$ cat config.mk
export PLATFORM = sky130hd
export DESIGN_NAME = jenkins_lookup2_hash
export DESIGN_NICKNAME = d
export VERILOG_FILES = /design/src/hdl/jlh_pkg.sv /design/src/hdl/jenkins_lookup2_hash.sv /design/src/hdl/jlh_mix_pipe.sv
export SDC_FILE = /design/constraint.sdc
export NUM_CORES = 2
export LEC_CHECK = 0
export BUFFER_PORTS_ARGS = -buffer_cell sky130_fd_sc_hd__buf_2
export CORE_MARGIN = 4
export CORE_UTILIZATION = 54
export CTS_BUF_LIST = sky130_fd_sc_hd__clkbuf_4
export DETAILED_ROUTE_END_ITERATION = 8
export PLACE_DENSITY = 0.7
export SKIP_LAST_GASP = 1
export SYNTH_ARGS = -nofsm -noshare
export SYNTH_HDL_FRONTEND = slang
export SYNTH_SLANG_ARGS = --single-unit
$ cat constraint.sdc
create_clock -name clock -period 41.4 [get_ports clock]
set_input_delay 8.28 -clock clock [delete_from_list [all_inputs] [get_ports clock]]
set_output_delay 8.28 -clock clock [all_outputs]
set_load 0.005 [all_outputs]
$ cat src/hdl/jlh_pkg.sv
// package for the lookup2 hash block: payload structs, mixer op types and the
// mix round function used by the mixer pipeline
// no dependencies
package jlh_pkg;

   localparam logic [31:0] GOLDEN_WORD    = 32'h9e3779b9;
   localparam logic [3:0]  BLOCK_LAST_POS = 4'd11;

   typedef struct packed {
      logic [7:0] data_byte;
      logic       carries_byte;
      logic       is_last;
   } req_data_type;

   typedef struct packed {
      logic [31:0] hash_value;
      logic [31:0] bytes_hashed;
   } rsp_data_type;

   // what happens to a mix when it leaves the pipeline
   typedef enum logic [2:0] {
      KIND_BLOCK  = 3'b001,
      KIND_CHAIN  = 3'b010,
      KIND_FINISH = 3'b100
   } mix_kind_type;

   typedef struct packed {
      logic         valid;
      mix_kind_type kind;
      logic [31:0]  a;
      logic [31:0]  b;
      logic [31:0]  c;
      logic [31:0]  len;
   } mix_op_type;

   typedef struct packed {
      logic block_busy;
      logic block_done;
      logic chain_done;
      logic finish_done;
   } mix_status_type;

   typedef enum logic [1:0] {
      ROUND_FIRST  = 2'd0,
      ROUND_MIDDLE = 2'd1,
      ROUND_LAST   = 2'd2
   } mix_round_type;

   // three rows of the lookup2 mix
   function automatic mix_op_type mix_round(input mix_op_type op_in, input mix_round_type rnd);
      mix_op_type op;
      logic [4:0] sh_a;
      logic [4:0] sh_b;
      logic [4:0] sh_c;
      op = op_in;
      unique case (rnd)
         ROUND_FIRST: begin
            sh_a = 5'd13; sh_b = 5'd8;  sh_c = 5'd13;
         end
         ROUND_MIDDLE: begin
            sh_a = 5'd12; sh_b = 5'd16; sh_c = 5'd5;
         end
         ROUND_LAST: begin
            sh_a = 5'd3;  sh_b = 5'd10; sh_c = 5'd15;
         end
         default: begin
            sh_a = 5'd3;  sh_b = 5'd10; sh_c = 5'd15;
         end
      endcase
      op.a = op.a - op.b - op.c;
      op.a = op.a ^ (op.c >> sh_a);
      op.b = op.b - op.c - op.a;
      op.b = op.b ^ (op.a << sh_b);
      op.c = op.c - op.a - op.b;
      op.c = op.c ^ (op.b >> sh_c);
      return op;
   endfunction

endpackage

$ cat src/hdl/jenkins_lookup2_hash.sv
// lookup2 hash: the last item is mixed into the result register, and a block filled
// by its byte goes around the mixer again as the finish; one item per cycle, except
// that an item which fills a block or ends the message waits while an earlier block is
// in the three-stage mixer; input holds while a hash waits on a stalled result register
// synchronous active-high reset: seed 0, a and b golden word, c 0, nothing in flight
// depends on jlh_pkg, jlh_mix_pipe
module jenkins_lookup2_hash (
   input  logic                  clock,
   input  logic                  reset,
   input  logic                  req_valid,
   output logic                  req_stall,
   input  jlh_pkg::req_data_type req_data,
   output logic                  rsp_valid,
   input  logic                  rsp_stall,
   output jlh_pkg::rsp_data_type rsp_data,
   input  logic                  csr_write_enable,
   input  logic [31:0]           csr_write_data
);
   import jlh_pkg::*;

   logic [31:0] seed_ff, seed_in;
   logic [31:0] mix_a_ff, mix_a_in, mix_b_ff, mix_b_in, mix_c_ff, mix_c_in;
   logic [31:0] part_a_ff, part_a_in, part_b_ff, part_b_in, part_c_ff, part_c_in;
   logic [3:0]  pos_ff, pos_in;
   logic [31:0] total_len_ff, total_len_in;
   logic        msg_active_ff, msg_active_in;
   logic        rsp_valid_ff, rsp_valid_in;
   rsp_data_type rsp_data_ff, rsp_data_in;

   mix_op_type     op_in, op_out, launch_op;
   mix_status_type status;

   logic        adv, accept, block_full, needs_state, rsp_load;
   logic [31:0] byte_shifted, part_a_new, part_b_new, part_c_new, len_new;

   jlh_mix_pipe u_mix (
      .clock  (clock),
      .reset  (reset),
      .adv    (adv),
      .op_in  (op_in),
      .op_out (op_out),
      .status (status)
   );

   // the mixer only holds when a finished hash cannot move into the result register
   assign adv         = !(status.finish_done && rsp_valid_ff && rsp_stall);
   assign block_full  = req_data.carries_byte && (pos_ff == BLOCK_LAST_POS);
   assign needs_state = block_full || req_data.is_last;
   assign req_stall   = !adv || (needs_state && (status.block_busy || status.chain_done));
   assign accept      = req_valid && !req_stall;

   assign byte_shifted = {24'd0, req_data.data_byte} << {pos_ff[1:0], 3'b000};
   assign part_a_new = part_a_ff +
      ((req_data.carries_byte && (pos_ff[3:2] == 2'd0)) ? byte_shifted : 32'd0);
   assign part_b_new = part_b_ff +
      ((req_data.carries_byte && (pos_ff[3:2] == 2'd1)) ? byte_shifted : 32'd0);
   assign part_c_new = part_c_ff +
      ((req_data.carries_byte && (pos_ff[3:2] == 2'd2)) ? byte_shifted : 32'd0);
   assign len_new = total_len_ff + {31'd0, req_data.carries_byte};

   always_comb begin
      launch_op.valid = accept && needs_state;
      launch_op.a     = mix_a_ff + part_a_new;
      launch_op.b     = mix_b_ff + part_b_new;
      launch_op.len   = len_new;
      if (block_full) begin
         launch_op.kind = req_data.is_last ? KIND_CHAIN : KIND_BLOCK;
         launch_op.c    = mix_c_ff + part_c_new;
      end else begin
         launch_op.kind = KIND_FINISH;
         launch_op.c    = mix_c_ff + len_new + (part_c_new << 8);
      end
   end

   // a block filled by the last byte comes back around as the finish mix
   always_comb begin
      if (status.chain_done) begin
         op_in.valid = 1'b1;
         op_in.kind  = KIND_FINISH;
         op_in.a     = op_out.a;
         op_in.b     = op_out.b;
         op_in.c     = op_out.c + op_out.len;
         op_in.len   = op_out.len;
      end else begin
         op_in = launch_op;
      end
   end

   always_comb begin
      seed_in       = seed_ff;
      mix_a_in      = mix_a_ff;
      mix_b_in      = mix_b_ff;
      mix_c_in      = mix_c_ff;
      part_a_in     = part_a_ff;
      part_b_in     = part_b_ff;
      part_c_in     = part_c_ff;
      pos_in        = pos_ff;
      total_len_in  = total_len_ff;
      msg_active_in = msg_active_ff;

      if (status.block_done && adv) begin
         mix_a_in = op_out.a;
         mix_b_in = op_out.b;
         mix_c_in = op_out.c;
      end

      if (accept) begin
         msg_active_in = 1'b1;
         if (req_data.is_last) begin
            mix_a_in      = GOLDEN_WORD;
            mix_b_in      = GOLDEN_WORD;
            mix_c_in      = seed_ff;
            part_a_in     = 32'd0;
            part_b_in     = 32'd0;
            part_c_in     = 32'd0;
            pos_in        = 4'd0;
            total_len_in  = 32'd0;
            msg_active_in = 1'b0;
         end else if (block_full) begin
            part_a_in    = 32'd0;
            part_b_in    = 32'd0;
            part_c_in    = 32'd0;
            pos_in       = 4'd0;
            total_len_in = len_new;
         end else if (req_data.carries_byte) begin
            part_a_in    = part_a_new;
            part_b_in    = part_b_new;
            part_c_in    = part_c_new;
            pos_in       = pos_ff + 4'd1;
            total_len_in = len_new;
         end
      end

      // a new seed reaches c right away only between messages
      if (csr_write_enable) begin
         seed_in = csr_write_data;
         if (!msg_active_ff) begin
            mix_c_in = csr_write_data;
         end
      end
   end

   assign rsp_load     = status.finish_done && adv;
   assign rsp_valid_in = rsp_load || (rsp_valid_ff && rsp_stall);
   always_comb begin
      if (rsp_load) begin
         rsp_data_in.hash_value   = op_out.c;
         rsp_data_in.bytes_hashed = op_out.len;
      end else begin
         rsp_data_in = rsp_data_ff;
      end
   end

   always_ff @(posedge clock) begin
      if (reset) begin
         seed_ff       <= 32'd0;
         mix_a_ff      <= GOLDEN_WORD;
         mix_b_ff      <= GOLDEN_WORD;
         mix_c_ff      <= 32'd0;
         part_a_ff     <= 32'd0;
         part_b_ff     <= 32'd0;
         part_c_ff     <= 32'd0;
         pos_ff        <= 4'd0;
         total_len_ff  <= 32'd0;
         msg_active_ff <= 1'b0;
         rsp_valid_ff  <= 1'b0;
      end else begin
         seed_ff       <= seed_in;
         mix_a_ff      <= mix_a_in;
         mix_b_ff      <= mix_b_in;
         mix_c_ff      <= mix_c_in;
         part_a_ff     <= part_a_in;
         part_b_ff     <= part_b_in;
         part_c_ff     <= part_c_in;
         pos_ff        <= pos_in;
         total_len_ff  <= total_len_in;
         msg_active_ff <= msg_active_in;
         rsp_valid_ff  <= rsp_valid_in;
      end
   end

   always_ff @(posedge clock) begin
      rsp_data_ff <= rsp_data_in;
   end

   assign rsp_valid = rsp_valid_ff;
   assign rsp_data  = rsp_data_ff;

`ifndef SYNTHESIS
   a_pos_range: assert property (@(posedge clock) disable iff (reset)
      pos_ff <= BLOCK_LAST_POS)
      else $error("block position beyond one block");

   a_state_free: assert property (@(posedge clock) disable iff (reset)
      (accept && needs_state) |-> !status.block_busy)
      else $error("mix state used while a block mix is in flight");

   a_finish_clears: assert property (@(posedge clock) disable iff (reset)
      (accept && req_data.is_last) |=> (!msg_active_ff && (total_len_ff == 32'd0)))
      else $error("message state not restarted after finish");
`endif

endmodule

$ cat src/hdl/jlh_mix_pipe.sv
// three-stage mixer: input register, two stages of three mix rows each, and the
// last three rows in front of the consumer
// depends on jlh_pkg
module jlh_mix_pipe (
   input  logic                     clock,
   input  logic                     reset,
   input  logic                     adv,
   input  jlh_pkg::mix_op_type      op_in,
   output jlh_pkg::mix_op_type      op_out,
   output jlh_pkg::mix_status_type  status
);
   import jlh_pkg::*;

   mix_op_type s0_ff, s1_ff, s2_ff;
   mix_op_type s1_in, s2_in;

   assign s1_in  = mix_round(s0_ff, ROUND_FIRST);
   assign s2_in  = mix_round(s1_ff, ROUND_MIDDLE);
   assign op_out = mix_round(s2_ff, ROUND_LAST);

   // a block that ended its message still has to come back around as the finish
   always_comb begin
      status.block_busy  = (s0_ff.valid && (s0_ff.kind != KIND_FINISH)) ||
                           (s1_ff.valid && (s1_ff.kind != KIND_FINISH)) ||
                           (s2_ff.valid && (s2_ff.kind != KIND_FINISH));
      status.block_done  = s2_ff.valid && (s2_ff.kind == KIND_BLOCK);
      status.chain_done  = s2_ff.valid && (s2_ff.kind == KIND_CHAIN);
      status.finish_done = s2_ff.valid && (s2_ff.kind == KIND_FINISH);
   end

   always_ff @(posedge clock) begin
      if (reset) begin
         s0_ff.valid <= 1'b0;
         s1_ff.valid <= 1'b0;
         s2_ff.valid <= 1'b0;
      end else if (adv) begin
         s0_ff <= op_in;
         s1_ff <= s1_in;
         s2_ff <= s2_in;
      end
   end

endmodule

# == After elaboration in Yosys (flattened, before gate mapping) ==
# Cells that the tools add are included.
# word_totals
out_inout_bits,66
regBits,722
inputBits,47
word_cells,147
# classes
n_reduce_logical,31
bitwise,12
add_sub_neg,29
shifts,1
n_eq_ne,9
n_mux,34
# op_table
cell,n
32-bit two-way mux,27
32-bit subtractor,18
32-bit adder,9
132-bit two-way mux,1
32-bit XOR,3
32-bit by 19-bit XOR with 32-bit output,2
32-bit by 1-bit adder with 32-bit output,1
8-bit by 5-bit << shifter with 32-bit output,1
32-bit by 17-bit XOR with 32-bit output,1
32-bit by 20-bit XOR with 32-bit output,1
32-bit by 27-bit XOR with 32-bit output,1
32-bit by 29-bit XOR with 32-bit output,1
1-bit logical AND,18
4-bit two-way mux,3
3-bit != test (second input constant),3
1-bit logical OR,6
4-bit by 1-bit adder with 4-bit output (second input constant),1
4-bit equality test (second input constant),1
2-bit AND reduction,2
3-bit by 1-bit equality test with 1-bit output (second input constant),1
3-bit by 2-bit equality test with 1-bit output (second input constant),1
3-bit equality test (second input constant),1
3-bit two-way mux,1
1-bit NOT,3
8 further kinds,9

# == Depth between registers and ports, before layout ==
# logic_depth
depth_word,12
depth_mapped,43
ltp_nobuf,43

# == Cells and area by module ==
# Synthesis repeated with hierarchy kept, for this count alone.
# unflattened
hier_cells,6794
hier_area_um2,62438.6
# by_module_without_submodules
mod,seq_area_each_um2,area_each_um2,cells_each,n_inst
jlh_mix_pipe,11861.4,35824.4,3392,1
jenkins_lookup2_hash,7166.9,26614.3,3402,1

# == Least setup slack after synthesis ==
# OpenSTA, ideal clock, no wires.
# synth_timing
path_type,input-to-reg
start,input port reset
end,"register u_mix.s2_ff, in the netlist u_mix.op_out[0] (enable)"
path_stages,3
arrival_time_ns,24.974
path_buffers,2
required_ns,40.244
setup_slack_ns,15.270
setup_time_ns,1.156
cell_sequence,clkbuf_1 clkbuf_1 nor2_1
# synth_via
elab_chain_cells,2
# synth_lines
element,line_no,source
"start, declared",jenkins_lookup2_hash.sv:9,"input logic reset,"
1-bit NOT (no line),--,
2-bit AND reduction (no line),--,
"end signal, assigned",jlh_mix_pipe.sv:39,s2_ff <= s2_in;
"end, declared",jlh_mix_pipe.sv:14,"mix_op_type s0_ff, s1_ff, s2_ff;"
# No other way between the ends.
# A chain may end at the register's enable or synchronous reset.

# == Worst setup path in the final report ==
# layout_timing
start,input port req_data[1] (netlist name)
end,output port req_stall
# layout_via
elab_chain_cells,4
# layout_lines
element,line_no,source
"start, declared",jenkins_lookup2_hash.sv:12,"input jlh_pkg::req_data_type req_data,"
1-bit logical AND,jenkins_lookup2_hash.sv:47,assign block_full = req_data.carries_byte && (pos_ff == BLOCK_LAST_POS);
1-bit logical OR,jenkins_lookup2_hash.sv:48,assign needs_state = block_full || req_data.is_last;
1-bit logical AND,jenkins_lookup2_hash.sv:49,assign req_stall = !adv || (needs_state && (status.block_busy || status.chain_done));
1-bit logical OR,jenkins_lookup2_hash.sv:49,
"end, declared",jenkins_lookup2_hash.sv:11,"output logic req_stall,"
# No other way between the ends.

==> flow_metrics.env <==
export IMPL_timing_max_slew_rel_slack=0.1093
export IMPL_synth_edff_count=457
export IMPL_maxCapViolations=0
export IMPL_initial_utilization=0.5466
export IMPL_worstRegToRegCells=41
export IMPL_hold_class="flip-flop to flip-flop"
export IMPL_timing_critical_path_slowest_stage_cell="buf_4"
export IMPL_nFillCells=9863
export IMPL_grt_first_pass_wirelength_um=296800
export IMPL_path_common_cell="buf_2"
export IMPL_worst_clock_skew_ns=0.09125
export IMPL_cts_repair_resize_count=0
export IMPL_fmax_mhz=55.72
export IMPL_detailedRoute_firstIterationViolations=5567
export IMPL_synth_seq_cells=722
export IMPL_htree_num_levels=4
export IMPL_dr_vias=51269
export IMPL_clock_tree_from_tritoncts="built"
export IMPL_detail_route_drc_violations=0
export IMPL_num_rows=122
export IMPL_cts_inserted_buffers=196
export IMPL_worst_endpoint_arrival_ns=9.67
export IMPL_crit_path_cell_trace="buf_2 > nand3b_1 > inv_1 > and2_1 > buf_4 > nor2_1 > o22ai_1 > buf_2"
export IMPL_placeableCoreArea_sq_mm=0.1111
export IMPL_route_detailed_wl_per_inst_um=23.83
export IMPL_finalNetCount=7691
export IMPL_via_per_inst=6.075
export IMPL_synth_warning_count=0
export IMPL_timing_final_crit_share=0.4335
export IMPL_synthesis_nets=7462
export IMPL_routability_congestion_estimate_from_global_placement=1.013
export IMPL_timing_hold_violations_final=0
export IMPL_totalWireLength_um=201100
export IMPL_grt_antenna_before_repair=10
export IMPL_clock_sinks=722
export IMPL_max_stage_delay_ns=0.42
export IMPL_worstSetupStartpointType="input port"
export IMPL_floorplan_die_height_um=343.4
export IMPL_final_min_clock_period_ns=17.95
export IMPL_netlist_area_sq_mm=0.06074
export IMPL_firstDrtPassIters=9
export IMPL_worstSetupPathType="input port to output pin"
export IMPL_setup_violations=0
export IMPL_cts_setup_buffers=0
export IMPL_grt_overflow=0
export IMPL_clockBufferDepth=3
export IMPL_grt_setup_unrepaired="no"
export IMPL_most_common_layout_cells="nor2_1 (676), inv_1 (621), ha_1 (578)"
export IMPL_ios=113
export IMPL_synthArstFlopShare=0
export IMPL_number_of_buffers_added_to_fix_hold_violations_after_cts=0
export IMPL_end_kind="output pin"
export IMPL_outcome="complete, no violations"
export IMPL_worst_max_slew_pin_slew_ns=1.326
export IMPL_cts_root_buf="clkbuf_4"
export IMPL_timing_setup_tns_ns=0
export IMPL_ant_nets=0
export IMPL_dieArea_sq_mm=0.1179
export IMPL_hpwl_um=160800
export IMPL_final_max_slew_viol_count=0
export IMPL_worstSetupPathDepth=8
export IMPL_postSynthAreaPerCell_sq_um=9.278
export IMPL_path_delay_family="buffers and inverters"
export IMPL_drive_gt1_frac=0.08516
export IMPL_grt_max_degree=152
export IMPL_grt_util_all_layers=0.3379
export IMPL_synthFlopType="edfxtp_1"
export IMPL_insertion_delay_ns=1.20
export IMPL_first_global_vias=48192
export IMPL_critical_path_max_fanout=38
export IMPL_most_frequent_standard_cell_in_the_layout_excluding_fill_and_tap_cells="nor2_1"
export IMPL_timing_critical_path_buf_inv=4
export IMPL_syn_instance_count=6546
export IMPL_ys_seq_area_frac=0.3133
export IMPL_cp_required_ns=33.12
export IMPL_synth_distinct_cells=94
export IMPL_area_growth_synth_to_final_pct=8.679
export IMPL_numPortBuffers=112
export IMPL_clk_slew_on_worst_s_h_paths_ns=0.07
export IMPL_fin_worst_hold_slack_ns=0.4040
export IMPL_hold_depth=0
export IMPL_dieWidth_um=343.4
==> final timing paths <==
| check | startpoint | to | slack, ns |
|---|---|---|---|
| max | req_data[1] | req_stall | 23.45 |
| min | u_mix.s0_ff[27] | u_mix.s1_ff[27] | 0.40 |
| max reg2reg | u_mix.s2_ff[36] | u_mix.s0_ff[62] | 29.05 |
| min reg2reg | u_mix.s0_ff[27] | u_mix.s1_ff[27] | 0.40 |
==> flip-flops by register name, summed over array words and instances (netlist names) <==
name and count:
part_c_ff 32, seed_ff 32, pos_ff 4, u_mix.s2_ff 96, u_mix.s1_ff 132, part_a_ff 32
rsp_valid 1, mix_b_ff 32, msg_active_ff 1, part_b_ff 32, rsp_data 64, total_len_ff 32
u_mix.op_out 36, mix_a_ff 32, mix_c_ff 32, u_mix.s0_ff 132
==> logic make-up (layout without fill, tap and decap cells) <==
kind of cell	count (synthesis)	in the layout	share of synthesized area
AO/OA/AOI/OAI	1703	1703	0.1816
XOR/XNOR	755	755	0.1109
adder cells (fa/ha/maj)	869	869	0.2150
buffers and inverters	777	1171	0.04818
flip-flops	722	722	0.3133
multiplexers	48	48	0.007931
other	0	11	0
AND/OR/NAND/NOR	1672	1672	0.1231
==> stage by stage <==
stage                     utilization  instance area [sq um]  worst slack [ns]  instances
after floorplan                     -                  60740             15.27       6546
after global placement         0.5693                  63260             23.41       8065
after detailed placement       0.5693                  63260             23.46       8065
after CTS                      0.5937                  65980             23.46       8428
after global routing           0.5938                  65990             23.34       8432
final                          0.5940                  66010             23.45       8439
==> worst reg2reg max path, delay by kind of cell, from the launching register on <==
family                   cells  cell delay (ns)
buffers and inverters        3             0.46
flip-flops                   1             0.42
AO/OA/AOI/OAI               17             4.34
adder cells (fa/ha/maj)      7             2.85
XOR/XNOR                     4             2.56
AND/OR/NAND/NOR             10             1.44
==> area by class of cell <==
cell class	instances	area, sq um	area share
multi-input combinational	5047	38900	0.5894
sequential	722	19030	0.2883
inverter	621	2331	0.03531
clock buffer	306	2297	0.03480
tap	1488	1862	0.02821
timing repair buffer	187	1139	0.01725
clock inverter	57	420.4	0.006369
antenna	11	27.53	0.0004170
==> layer usage <==
metal	GRT usage	wire length (um)	up-vias
met3	0.06207	20530	419
met2	0.4822	82600	2565
met1	0.4909	87340	24696
met5	0	74	-
met4	0.1705	10560	2
li1	-	-	23587
==> Yosys cell counts, types with 11 or more instances <==
cell	count	area, sq um
a2111oi_0	16	140.1
a211o_1	18	157.7
a211oi_1	71	533.0
a21boi_0	13	97.59
a21o_1	247	1854
a21oi_1	518	2592
a22oi_1	86	645.6
a311oi_1	11	96.34
a31o_2	14	122.6
a31oi_1	45	281.5
and2_1	30	187.7
and3_1	51	319.1
and4_1	15	131.4
buf_1	11	41.29
clkbuf_1	142	533.0
dfxtp_1	265	5305
edfxtp_1	457	13720
fa_1	291	5826
ha_1	578	7232
inv_1	621	2331
mux2i_1	47	470.5
nand2_1	451	1693
nand2b_1	69	431.7
nand3_1	105	525.5
nand4_1	33	206.5
nor2_1	681	2556
nor2b_1	48	300.3
nor3_1	94	470.5
nor4_1	11	68.82
o211ai_1	60	450.4
o21a_1	81	608.1
o21ai_0	293	1466
o21bai_1	69	518.0
o31ai_1	33	247.7
or2_2	14	87.58
or3_1	41	256.5
xnor2_1	520	4554
xor2_1	224	1962
Power is left out: the tool's default activity adds up to more than one toggle a clock period on the data nets, which glitch-free logic cannot reach.
